### src/hdl/ustok_pkg.sv
// Shared types and codes for the single-use token slot table.
// No dependencies; used by the interfaces, the slot memory and the top level.
package ustok_pkg;

    localparam int unsigned TOKEN_W = 64;
    localparam int unsigned TIME_W  = 32;
    localparam int unsigned TTL_W   = 20;
    localparam int unsigned MIN_W   = 16;
    localparam int unsigned CFG_W   = 20;
    localparam int unsigned CFG_IDX_W = 2;

    // Item actions
    localparam logic [1:0] ACT_CLAIM   = 2'd0;
    localparam logic [1:0] ACT_INSTALL = 2'd1;
    localparam logic [1:0] ACT_CONSUME = 2'd2;

    // Result status codes
    localparam logic [2:0] ST_CLAIMED   = 3'd0;
    localparam logic [2:0] ST_DISABLED  = 3'd1;
    localparam logic [2:0] ST_RATE      = 3'd2;
    localparam logic [2:0] ST_INSTALLED = 3'd3;
    localparam logic [2:0] ST_HIT       = 3'd4;
    localparam logic [2:0] ST_MISS      = 3'd5;

    // Configuration register indexes
    localparam logic [CFG_IDX_W-1:0] CFG_ENABLED = 2'd0;
    localparam logic [CFG_IDX_W-1:0] CFG_TTL     = 2'd1;
    localparam logic [CFG_IDX_W-1:0] CFG_MIN_INT = 2'd2;

    localparam logic [TTL_W-1:0] TTL_RESET = 20'd30000;
    localparam logic [MIN_W-1:0] MIN_RESET = 16'd250;

    localparam logic [7:0] TOKEN_BYTES = 8'd16;

    // One slot as stored in memory
    typedef struct packed {
        logic [TOKEN_W-1:0] hi;
        logic [TOKEN_W-1:0] lo;
        logic [TIME_W-1:0]  expiry;
    } t_slot;

endpackage

### src/hdl/ustok_if.sv
// Request and response channels of the token slot table.
// Depends on ustok_pkg for field widths.
interface ustok_req_if;
    logic                             valid;
    logic                             ready;
    logic [1:0]                       action;
    logic [ustok_pkg::TIME_W-1:0]     now_ms;
    logic [ustok_pkg::TOKEN_W-1:0]    token_hi;
    logic [ustok_pkg::TOKEN_W-1:0]    token_lo;
    logic [7:0]                       token_length;

    modport source (output valid, action, now_ms, token_hi, token_lo, token_length,
                    input ready);
    modport sink   (input valid, action, now_ms, token_hi, token_lo, token_length,
                    output ready);
endinterface

interface ustok_rsp_if;
    logic                         valid;
    logic                         ready;
    logic [2:0]                   status;
    logic [ustok_pkg::TIME_W-1:0] claim_count;
    logic [3:0]                   slot_index;

    modport source (output valid, status, claim_count, slot_index, input ready);
    modport sink   (input valid, status, claim_count, slot_index, output ready);
endinterface

### src/hdl/single_use_token_slot_table_top.sv
// Top level of the single-use token slot table: sequencer, slot scan, registers.
// Depends on ustok_pkg, ustok_if (channels) and ustok_mem (slot storage).
//
//  channel    dir  handshake          payload
//  i_req      in   valid/ready        action, now_ms, token_hi, token_lo, token_length
//  o_rsp      out  valid/ready        status, claim_count, slot_index
//  i_cfg_*    in   write enable only  i_cfg_idx, i_cfg_data
//
// A claim goes straight to the final step. Install, and consume when enabled with
// a 16-byte token, walk the slots through the one memory read port (address, then
// compare on the registered data); a hit ends the walk early. Other consumes miss.
// Synchronous active-low reset clears control, counters, spent and written bits;
// an unwritten slot reads as zero. A stalled response holds in the output
// register; the next item is still taken and waits at its final step.
module single_use_token_slot_table_top #(
    parameter int unsigned SLOT_COUNT = 4
) (
    input  logic                                i_clk,
    input  logic                                i_rst_n,
    ustok_req_if.sink                           i_req,
    ustok_rsp_if.source                         o_rsp,
    input  logic                                i_cfg_we,
    input  logic [ustok_pkg::CFG_IDX_W-1:0]     i_cfg_idx,
    input  logic [ustok_pkg::CFG_W-1:0]         i_cfg_data
);

    localparam int unsigned IW = (SLOT_COUNT > 1) ? $clog2(SLOT_COUNT) : 1;
    localparam logic [IW-1:0] LAST_IDX = IW'(SLOT_COUNT - 1);

    localparam logic [1:0] S_IDLE = 2'd0;
    localparam logic [1:0] S_RD   = 2'd1;
    localparam logic [1:0] S_EV   = 2'd2;
    localparam logic [1:0] S_FIN  = 2'd3;

    logic [1:0]                         r_state;
    logic [1:0]                         r_act;
    logic [ustok_pkg::TIME_W-1:0]       r_now;
    logic [ustok_pkg::TOKEN_W-1:0]      r_hi;
    logic [ustok_pkg::TOKEN_W-1:0]      r_lo;
    logic                               r_hit;
    logic [IW-1:0]                      r_idx;
    logic [IW-1:0]                      r_best;
    logic [ustok_pkg::TIME_W-1:0]       r_best_exp;
    logic                               r_best_spent;
    logic [SLOT_COUNT-1:0]              r_spent;
    logic [SLOT_COUNT-1:0]              r_written;
    logic [ustok_pkg::TIME_W-1:0]       r_last;
    logic [ustok_pkg::TIME_W-1:0]       r_cnt;
    logic                               r_enabled;
    logic [ustok_pkg::TTL_W-1:0]        r_ttl;
    logic [ustok_pkg::MIN_W-1:0]        r_min;

    logic                               r_out_valid;
    logic [2:0]                         r_out_status;
    logic [ustok_pkg::TIME_W-1:0]       r_out_count;
    logic [3:0]                         r_out_slot;

    logic                               req_go;
    logic                               fin_go;
    logic                               mem_we;
    ustok_pkg::t_slot                   mem_wdata;
    ustok_pkg::t_slot                   mem_rdata;
    ustok_pkg::t_slot                   cur;
    logic [ustok_pkg::TIME_W-1:0]       age;
    logic                               cur_expired;
    logic                               cur_match;
    logic                               cur_better;
    logic [ustok_pkg::TIME_W-1:0]       since_claim;
    logic                               rate_hit;
    logic [2:0]                         n_status;
    logic [ustok_pkg::TIME_W-1:0]       n_count;
    logic [3:0]                         n_slot;

    ustok_mem #(
        .DEPTH (SLOT_COUNT),
        .AW    (IW)
    ) u_mem (
        .i_clk   (i_clk),
        .i_we    (mem_we),
        .i_waddr (r_best),
        .i_wdata (mem_wdata),
        .i_raddr (r_idx),
        .o_rdata (mem_rdata)
    );

    assign i_req.ready = (r_state == S_IDLE);
    assign req_go      = i_req.valid && (r_state == S_IDLE);
    assign fin_go      = (r_state == S_FIN) && (!r_out_valid || o_rsp.ready);

    // A never-written slot reads as all zero
    assign cur         = r_written[r_idx] ? mem_rdata : '0;
    assign age         = r_now - cur.expiry;
    assign cur_expired = !age[ustok_pkg::TIME_W-1];
    assign cur_match   = (cur.hi == r_hi) && (cur.lo == r_lo);
    assign cur_better  = (r_idx == '0)
                      || (r_spent[r_idx] && !r_best_spent)
                      || ((r_spent[r_idx] == r_best_spent) && (cur.expiry < r_best_exp));

    assign since_claim = r_now - r_last;
    assign rate_hit    = (r_last != '0) && (since_claim < {16'd0, r_min});

    assign mem_we           = fin_go && (r_act == ustok_pkg::ACT_INSTALL);
    assign mem_wdata.hi     = r_hi;
    assign mem_wdata.lo     = r_lo;
    assign mem_wdata.expiry = r_now + {12'd0, r_ttl};

    always_comb begin
        n_status = ustok_pkg::ST_MISS;
        n_count  = '0;
        n_slot   = '0;
        unique case (r_act)
            ustok_pkg::ACT_CLAIM: begin
                if (!r_enabled) begin
                    n_status = ustok_pkg::ST_DISABLED;
                end else if (rate_hit) begin
                    n_status = ustok_pkg::ST_RATE;
                end else begin
                    n_status = ustok_pkg::ST_CLAIMED;
                    n_count  = r_cnt + 32'd1;
                end
            end
            ustok_pkg::ACT_INSTALL: begin
                n_status = ustok_pkg::ST_INSTALLED;
                n_slot   = 4'(r_best);
            end
            default: begin
                n_status = r_hit ? ustok_pkg::ST_HIT : ustok_pkg::ST_MISS;
            end
        endcase
    end

    // Configuration registers
    always_ff @(posedge i_clk) begin
        if (!i_rst_n) begin
            r_enabled <= 1'b1;
            r_ttl     <= ustok_pkg::TTL_RESET;
            r_min     <= ustok_pkg::MIN_RESET;
        end else if (i_cfg_we) begin
            unique case (i_cfg_idx)
                ustok_pkg::CFG_ENABLED: r_enabled <= i_cfg_data[0];
                ustok_pkg::CFG_TTL:     r_ttl     <= i_cfg_data[ustok_pkg::TTL_W-1:0];
                ustok_pkg::CFG_MIN_INT: r_min     <= i_cfg_data[ustok_pkg::MIN_W-1:0];
                default: ;
            endcase
        end
    end

    // Item payload, held for the whole walk
    always_ff @(posedge i_clk) begin
        if (req_go) begin
            r_act <= i_req.action;
            r_now <= i_req.now_ms;
            r_hi  <= i_req.token_hi;
            r_lo  <= i_req.token_lo;
        end
    end

    // Sequencer and slot scan
    always_ff @(posedge i_clk) begin
        if (!i_rst_n) begin
            r_state      <= S_IDLE;
            r_hit        <= 1'b0;
            r_idx        <= '0;
            r_best       <= '0;
            r_best_exp   <= '0;
            r_best_spent <= 1'b0;
            r_spent      <= '0;
            r_written    <= '0;
            r_last       <= '0;
            r_cnt        <= '0;
        end else begin
            unique case (r_state)
                S_IDLE: begin
                    r_hit  <= 1'b0;
                    r_idx  <= '0;
                    r_best <= '0;
                    if (req_go) begin
                        unique case (i_req.action)
                            ustok_pkg::ACT_CLAIM:   r_state <= S_FIN;
                            ustok_pkg::ACT_INSTALL: r_state <= S_RD;
                            ustok_pkg::ACT_CONSUME: begin
                                if (r_enabled && (i_req.token_length == ustok_pkg::TOKEN_BYTES))
                                begin
                                    r_state <= S_RD;
                                end else begin
                                    r_state <= S_FIN;
                                end
                            end
                            default: r_state <= S_IDLE;  // drop the unused action
                        endcase
                    end
                end
                S_RD: begin
                    r_state <= S_EV;
                end
                S_EV: begin
                    if (r_act == ustok_pkg::ACT_INSTALL) begin
                        if (cur_better) begin
                            r_best       <= r_idx;
                            r_best_exp   <= cur.expiry;
                            r_best_spent <= r_spent[r_idx];
                        end
                        r_state <= (r_idx == LAST_IDX) ? S_FIN : S_RD;
                        r_idx   <= r_idx + IW'(1);
                    end else if (!r_spent[r_idx] && !cur_expired && cur_match) begin
                        // stop on the first live matching slot
                        r_spent[r_idx] <= 1'b1;
                        r_hit          <= 1'b1;
                        r_state        <= S_FIN;
                    end else begin
                        if (!r_spent[r_idx] && cur_expired) begin
                            r_spent[r_idx] <= 1'b1;
                        end
                        r_state <= (r_idx == LAST_IDX) ? S_FIN : S_RD;
                        r_idx   <= r_idx + IW'(1);
                    end
                end
                S_FIN: begin
                    if (fin_go) begin
                        r_state <= S_IDLE;
                        if (r_act == ustok_pkg::ACT_INSTALL) begin
                            r_spent[r_best]   <= 1'b0;
                            r_written[r_best] <= 1'b1;
                        end
                        if ((r_act == ustok_pkg::ACT_CLAIM) && (n_status == ustok_pkg::ST_CLAIMED))
                        begin
                            r_last <= r_now;
                            r_cnt  <= n_count;
                        end
                    end
                end
                default: r_state <= S_IDLE;
            endcase
        end
    end

    // Output register
    always_ff @(posedge i_clk) begin
        if (!i_rst_n) begin
            r_out_valid <= 1'b0;
        end else if (fin_go) begin
            r_out_valid <= 1'b1;
        end else if (o_rsp.ready) begin
            r_out_valid <= 1'b0;
        end
    end

    always_ff @(posedge i_clk) begin
        if (fin_go) begin
            r_out_status <= n_status;
            r_out_count  <= n_count;
            r_out_slot   <= n_slot;
        end
    end

    assign o_rsp.valid       = r_out_valid;
    assign o_rsp.status      = r_out_status;
    assign o_rsp.claim_count = r_out_count;
    assign o_rsp.slot_index  = r_out_slot;

    // An installed slot is live right after the write
    a_install_live: assert property (@(posedge i_clk) disable iff (!i_rst_n)
        (fin_go && (r_act == ustok_pkg::ACT_INSTALL))
        |=> (!r_spent[$past(r_best)] && r_written[$past(r_best)]))
        else $error("installed slot not live");

    // A granted claim advances the counter by exactly one
    a_claim_count: assert property (@(posedge i_clk) disable iff (!i_rst_n)
        (fin_go && (r_act == ustok_pkg::ACT_CLAIM) && (n_status == ustok_pkg::ST_CLAIMED))
        |=> (r_cnt == $past(r_cnt) + 32'd1) && (r_out_count == r_cnt))
        else $error("claim counter mismatch");

    // A hit always leaves a spent slot behind
    a_hit_spends: assert property (@(posedge i_clk) disable iff (!i_rst_n)
        (fin_go && (r_act == ustok_pkg::ACT_CONSUME) && r_hit)
        |=> ($countones(r_spent) != 0) && (r_out_status == ustok_pkg::ST_HIT))
        else $error("consume hit without spent slot");

    // The scan only runs for install and consume items
    a_scan_idle_out: assert property (@(posedge i_clk) disable iff (!i_rst_n)
        ((r_state == S_RD) || (r_state == S_EV))
        |-> ((r_act == ustok_pkg::ACT_INSTALL) || (r_act == ustok_pkg::ACT_CONSUME)))
        else $error("slot scan for a claim");

endmodule

### src/hdl/ustok_mem.sv
// Slot memory: token halves and expiry, one write and one registered read port.
// Depends on ustok_pkg for the slot type.
module ustok_mem #(
    parameter int unsigned DEPTH = 4,
    parameter int unsigned AW    = 2
) (
    input  logic             i_clk,
    input  logic             i_we,
    input  logic [AW-1:0]    i_waddr,
    input  ustok_pkg::t_slot i_wdata,
    input  logic [AW-1:0]    i_raddr,
    output ustok_pkg::t_slot o_rdata
);

    ustok_pkg::t_slot r_mem [DEPTH];
    ustok_pkg::t_slot r_rdata;

    always_ff @(posedge i_clk) begin
        if (i_we) begin
            r_mem[i_waddr] <= i_wdata;
        end
    end

    always_ff @(posedge i_clk) begin
        r_rdata <= r_mem[i_raddr];
    end

    assign o_rdata = r_rdata;

endmodule
### src/flat_wrapper.sv
// flat-port wrapper written by rule: the top's interface ports become plain ports
module single_use_token_slot_table_top_flat 
#(
    parameter int unsigned SLOT_COUNT = 4
)
  (i_clk, i_rst_n, i_cfg_we, i_cfg_idx, i_cfg_data, i_req_valid, i_req_action, i_req_now_ms, i_req_token_hi, i_req_token_lo, i_req_token_length, i_req_ready, o_rsp_valid, o_rsp_status, o_rsp_claim_count, o_rsp_slot_index, o_rsp_ready);
  ustok_req_if i_req_i ();
  ustok_rsp_if o_rsp_i ();
  input  logic i_clk;
  input  logic i_rst_n;
  input  logic i_cfg_we;
  input  logic [ustok_pkg::CFG_IDX_W-1:0] i_cfg_idx;
  input  logic [ustok_pkg::CFG_W-1:0] i_cfg_data;
  input wire logic [$bits(i_req_i.valid)-1:0] i_req_valid;
  input wire logic [$bits(i_req_i.action)-1:0] i_req_action;
  input wire logic [$bits(i_req_i.now_ms)-1:0] i_req_now_ms;
  input wire logic [$bits(i_req_i.token_hi)-1:0] i_req_token_hi;
  input wire logic [$bits(i_req_i.token_lo)-1:0] i_req_token_lo;
  input wire logic [$bits(i_req_i.token_length)-1:0] i_req_token_length;
  output wire logic [$bits(i_req_i.ready)-1:0] i_req_ready;
  output wire logic [$bits(o_rsp_i.valid)-1:0] o_rsp_valid;
  output wire logic [$bits(o_rsp_i.status)-1:0] o_rsp_status;
  output wire logic [$bits(o_rsp_i.claim_count)-1:0] o_rsp_claim_count;
  output wire logic [$bits(o_rsp_i.slot_index)-1:0] o_rsp_slot_index;
  input wire logic [$bits(o_rsp_i.ready)-1:0] o_rsp_ready;
  assign i_req_i.valid = i_req_valid;
  assign i_req_i.action = i_req_action;
  assign i_req_i.now_ms = i_req_now_ms;
  assign i_req_i.token_hi = i_req_token_hi;
  assign i_req_i.token_lo = i_req_token_lo;
  assign i_req_i.token_length = i_req_token_length;
  assign i_req_ready = i_req_i.ready;
  assign o_rsp_valid = o_rsp_i.valid;
  assign o_rsp_status = o_rsp_i.status;
  assign o_rsp_claim_count = o_rsp_i.claim_count;
  assign o_rsp_slot_index = o_rsp_i.slot_index;
  assign o_rsp_i.ready = o_rsp_ready;
  single_use_token_slot_table_top #(.SLOT_COUNT(SLOT_COUNT)) u_core (.i_clk(i_clk), .i_rst_n(i_rst_n), .i_req(i_req_i), .o_rsp(o_rsp_i), .i_cfg_we(i_cfg_we), .i_cfg_idx(i_cfg_idx), .i_cfg_data(i_cfg_data));
endmodule
### config.mk
export PLATFORM = sky130hd
export DESIGN_NAME = single_use_token_slot_table_top_flat
export DESIGN_NICKNAME = d
export VERILOG_FILES = /design/src/hdl/ustok_pkg.sv /design/src/hdl/ustok_if.sv /design/src/hdl/single_use_token_slot_table_top.sv /design/src/hdl/ustok_mem.sv /design/src/flat_wrapper.sv
export SDC_FILE = /design/constraint.sdc
export NUM_CORES = 1
export LEC_CHECK = 0
export BUFFER_PORTS_ARGS = -buffer_cell sky130_fd_sc_hd__buf_2
export CORE_ASPECT_RATIO = 0.9
export CORE_MARGIN = 3
export CORE_UTILIZATION = 50
export CTS_BUF_LIST = sky130_fd_sc_hd__clkbuf_4
export DETAILED_ROUTE_END_ITERATION = 7
export PLACE_DENSITY = 0.67
export SYNTH_ARGS = -nofsm -noshare
export SYNTH_HDL_FRONTEND = slang
export SYNTH_HIERARCHICAL = 1
export SYNTH_SLANG_ARGS = --single-unit
### constraint.sdc
create_clock -name i_clk -period 41.4 [get_ports i_clk]
set_clock_uncertainty 0.05 [all_clocks]
set_input_delay 10.35 -clock i_clk [delete_from_list [all_inputs] [get_ports i_clk]]
set_output_delay 10.35 -clock i_clk [all_outputs]
set_load 0.02 [all_outputs]
==> results.md <==
- Hold Path End: u_core/r_min[12]
- CTS Buf Count: 306
- Worst Reg-to-Reg Cells: 23
- Final setup TNS: 0 ps
- Sink Count: 1,149
- Worst Path Max Fanout: 67
- Vias per cell: 5.54
- TritonCTS clock tree: built
- Core Area: ~93,000 um^2
- EDFF count, synth: about 840
- Initial core utilization: 0.505
- Clock transition at path regs: roughly 60 ps
- Min Tclk post-route: roughly 13,000 ps
- Die ar.: 97,800 um^2
- Flop2flop setup slack: around 35,000 ps
- DP HPWL: 67,400 um
- Max-slew headroom: 0.127
- Final nets: 3,990
- Global-route wire length before repair: around 160,000 um
- CP arrival: between 10,000 and 15,000 ps
- Final core occ: 0.570
- Num ports: between 200 and 250
- Via Count: 28.4k
- Yosys top cell by area: edfxtp_1
- Unrepaired setup endpoints after global routing: false
- Gr ovfl total: 0
- Int Power: between 1500 and 2000 uW
- Share of post-route cells with drive strength above 1: 0.239
- Synth top area share: 0.536
- Max Cap Violations: 0
- Synthesis-to-layout area growth: 13.0%
- Top_reg_cell synth: edfxtp_1
- Setup violations, final: 0
- Synthesis Warnings: 6
- Clk Latency, worst-skew pair: around 1200 ps
- List of most frequent post-synthesis cells: 839 x edfxtp_1, 310 x dfxtp_1, 298 x nand2_1, 189 x inv_1, 162 x mux4_2
- Count of hold-fix buffers inserted at cts: 0
- Wire per inst: approximately 20 um
- Flop pwr share: 0.538
- Clock power frac: 0.396
- Final instance area: roughly 53,000 um^2
- R2r endpoint: u_core/o_rsp.claim_count[5]
- Seq/Total Area, Yosys: 0.668
- Endpoint class of the critical path: flop
- Worst reg2reg startpoint: u_core/r_last[1]
- Avg Cell Area, Syn: about 15 um^2
- Cells after synthesis: roughly 3.2k
- Yosys reg bits: 1,149
- Yosys cell types: between 80 and 90
- Final WL: around 110,000 um
- Largest net degree at the start of global routing: around 160
- Vias in the first global route: about 29k
- Synth area leaders: edfxtp_1 54%, dfxtp_1 13%, mux4_2 7.8%, ha_1 3.5%, nand2_1 2.4%
- Critical path type: in2reg
- Most frequent cell after synthesis: edfxtp_1
- H-Tree Depth: 5
- Status: finished, final reports clean
- Fmax: roughly 0.077 GHz
- Post-Syn Area: between 40,000 and 50,000 um^2
- Final ANT Viol Nets: 0
- Cell Pwr Density: around 46 nW/um^2
- RePlAce Congestion: 0.905
- Maximum vdd drop: 29.1 uV
- Setup bufs post-CTS: 0
- Post_cts resized: 0
- Sw Share: 0.234
- Worst-Margin Slew: between 1000 and 1500 ps
- Post-synthesis async set-or-reset flop share: 0
- Placement Cell Area: just under 50,000 um^2
- Std-Cell Rows: roughly 110
- Net switching power: between 500 and 600 uW
- Initial antenna violation count: 6
- Hold Vio Cnt, Final: 0
- PortBufs: 235
- Root buf cell: clkbuf_4
- Total GRT Usage: 0.216
- Worst hold path class: reg2reg
- # fillers: approximately 7.5k
- Clock tree buffer depth: 4
- Drt drc: 0
- Min-delay src: u_core/r_min[12]
- Final period utilization: 0.313
- Setup crit start kind: input port
- Hold Path Depth: 2
- Logic gate share of total power: 0.066
- Die height: between 200 and 300 um
- DRT Pass-1 Iters: 5
- Die X-Extent: 329 um
- Max Slew Vio Count: 0
- Leakage: 0.0190 uW
- Required time worst endpoint: 42,000 ps
- Drt initial violations: approximately 2.2k
## worst max path at each step
stage,from,endpoint,cells after the start
after floorplan,o_rsp_ready,u_core/u_mem/r_mem[0][0],6
after global placement,o_rsp_ready,u_core/u_mem/r_mem[1][118],10
after detailed placement,o_rsp_ready,u_core/u_mem/r_mem[1][118],10
after CTS,o_rsp_ready,u_core/u_mem/r_mem[1][112],10
after global routing,o_rsp_ready,u_core/u_mem/r_mem[1][112],10
final,o_rsp_ready,u_core/u_mem/r_mem[3][39],9
## cell families after synthesis
logic type | synth area share
muxes | 0.0931
DFF | 0.668
buffers and inverters | 0.0301
AOI/OAI and AO/OA | 0.0747
adders and majority gates | 0.0362
and+or+nand+nor | 0.0800
xor gates and xnor gates | 0.0181
other | 0.0000798
## layout by cell type (no fill, tap or decap), types with 29 or more instances in the layout
cell	netlist	final
edfxtp_1	839	839
clkbuf_4	0	452
dfxtp_1	310	308
nand2_1	298	298
buf_2	36	235
inv_1	189	188
mux4_2	162	161
nor2_1	159	159
ha_1	133	133
a21oi_1	131	131
mux2i_1	70	70
xnor2_1	69	69
clkinv_1	0	52
o21ai_0	47	47
nand3_1	47	46
a21o_1	40	40
nand4_1	38	38
o21a_1	36	36
nand2b_1	34	34
o31ai_1	34	34
a31oi_1	33	33
nor3_1	33	32
o32ai_1	30	30
or4_1	29	29
## critical path, cell delays in order
cell	delay, ps
buf_2	80
nand2b_1	140
nand3_1	180
inv_1	100
buf_4	420
nand2_1	180
inv_1	230
and3_4	820
buf_4	940
## power by group through the flow
stage	clock (uW)	combinational, uW	sequential, uW
final	968	162	1310
after floorplan	0	117	1320
after CTS	1000	163	1310
after global placement	0	160	1340
after global routing	1070	179	1320
after detailed placement	0	161	1340
## final cells by class
| class | instances | area [um^2] | share of cell area |
|---|---|---|---|
| timing repair buffer | 260 | 1390 | 0.0261 |
| tap | 1242 | 1550 | 0.0293 |
| antenna | 5 | 12.5 | 0.000236 |
| sequential | 1149 | 31400 | 0.591 |
| inverter | 189 | 711 | 0.0134 |
| clock buffer | 452 | 3390 | 0.0639 |
| clock inverter | 69 | 402 | 0.00756 |
| multi-input combinational | 1752 | 14200 | 0.268 |
## registers in the layout, summed over array words and instances, names as in the netlist, 2 cells and up
name / flops
u_core/o_rsp.claim_count: 32
u_core/o_rsp.slot_index: 2
u_core/o_rsp.status: 3
u_core/r_act: 2
u_core/r_best: 2
u_core/r_best_exp: 32
u_core/r_cnt: 32
u_core/r_hi: 64
u_core/r_idx: 2
u_core/r_last: 32
u_core/r_lo: 64
u_core/r_min: 16
u_core/r_now: 32
u_core/r_spent: 4
u_core/r_state: 2
u_core/r_ttl: 20
u_core/r_written: 4
u_core/u_mem/o_rdata: 160
u_core/u_mem/r_mem: 640
## stage by stage
step | setup slack (ps) | cells | power [uW] | hold WS, ps
3_5_place_dp | 27330 | 4592 | 1500 | 399
2_1_floorplan | 17040 | 3215 | 1440 | 379
3_3_place_gp | 27350 | 4592 | 1500 | 393
5_1_grt | 28270 | 5117 | 2560 | 430
6_report | 28460 | 5118 | 2440 | 406
4_1_cts | 28550 | 5113 | 2480 | 406
## per-layer routing
layer  vias to the layer above  track usage  routed length [um]
li1                      13400            -                   -
met1                     13900        0.296               45600
met2                       894        0.329               48800
met3                       207       0.0521                7360
met4                         0       0.0946                3270
met5                         -            0                   0
Power figures use the tool's default switching activity.
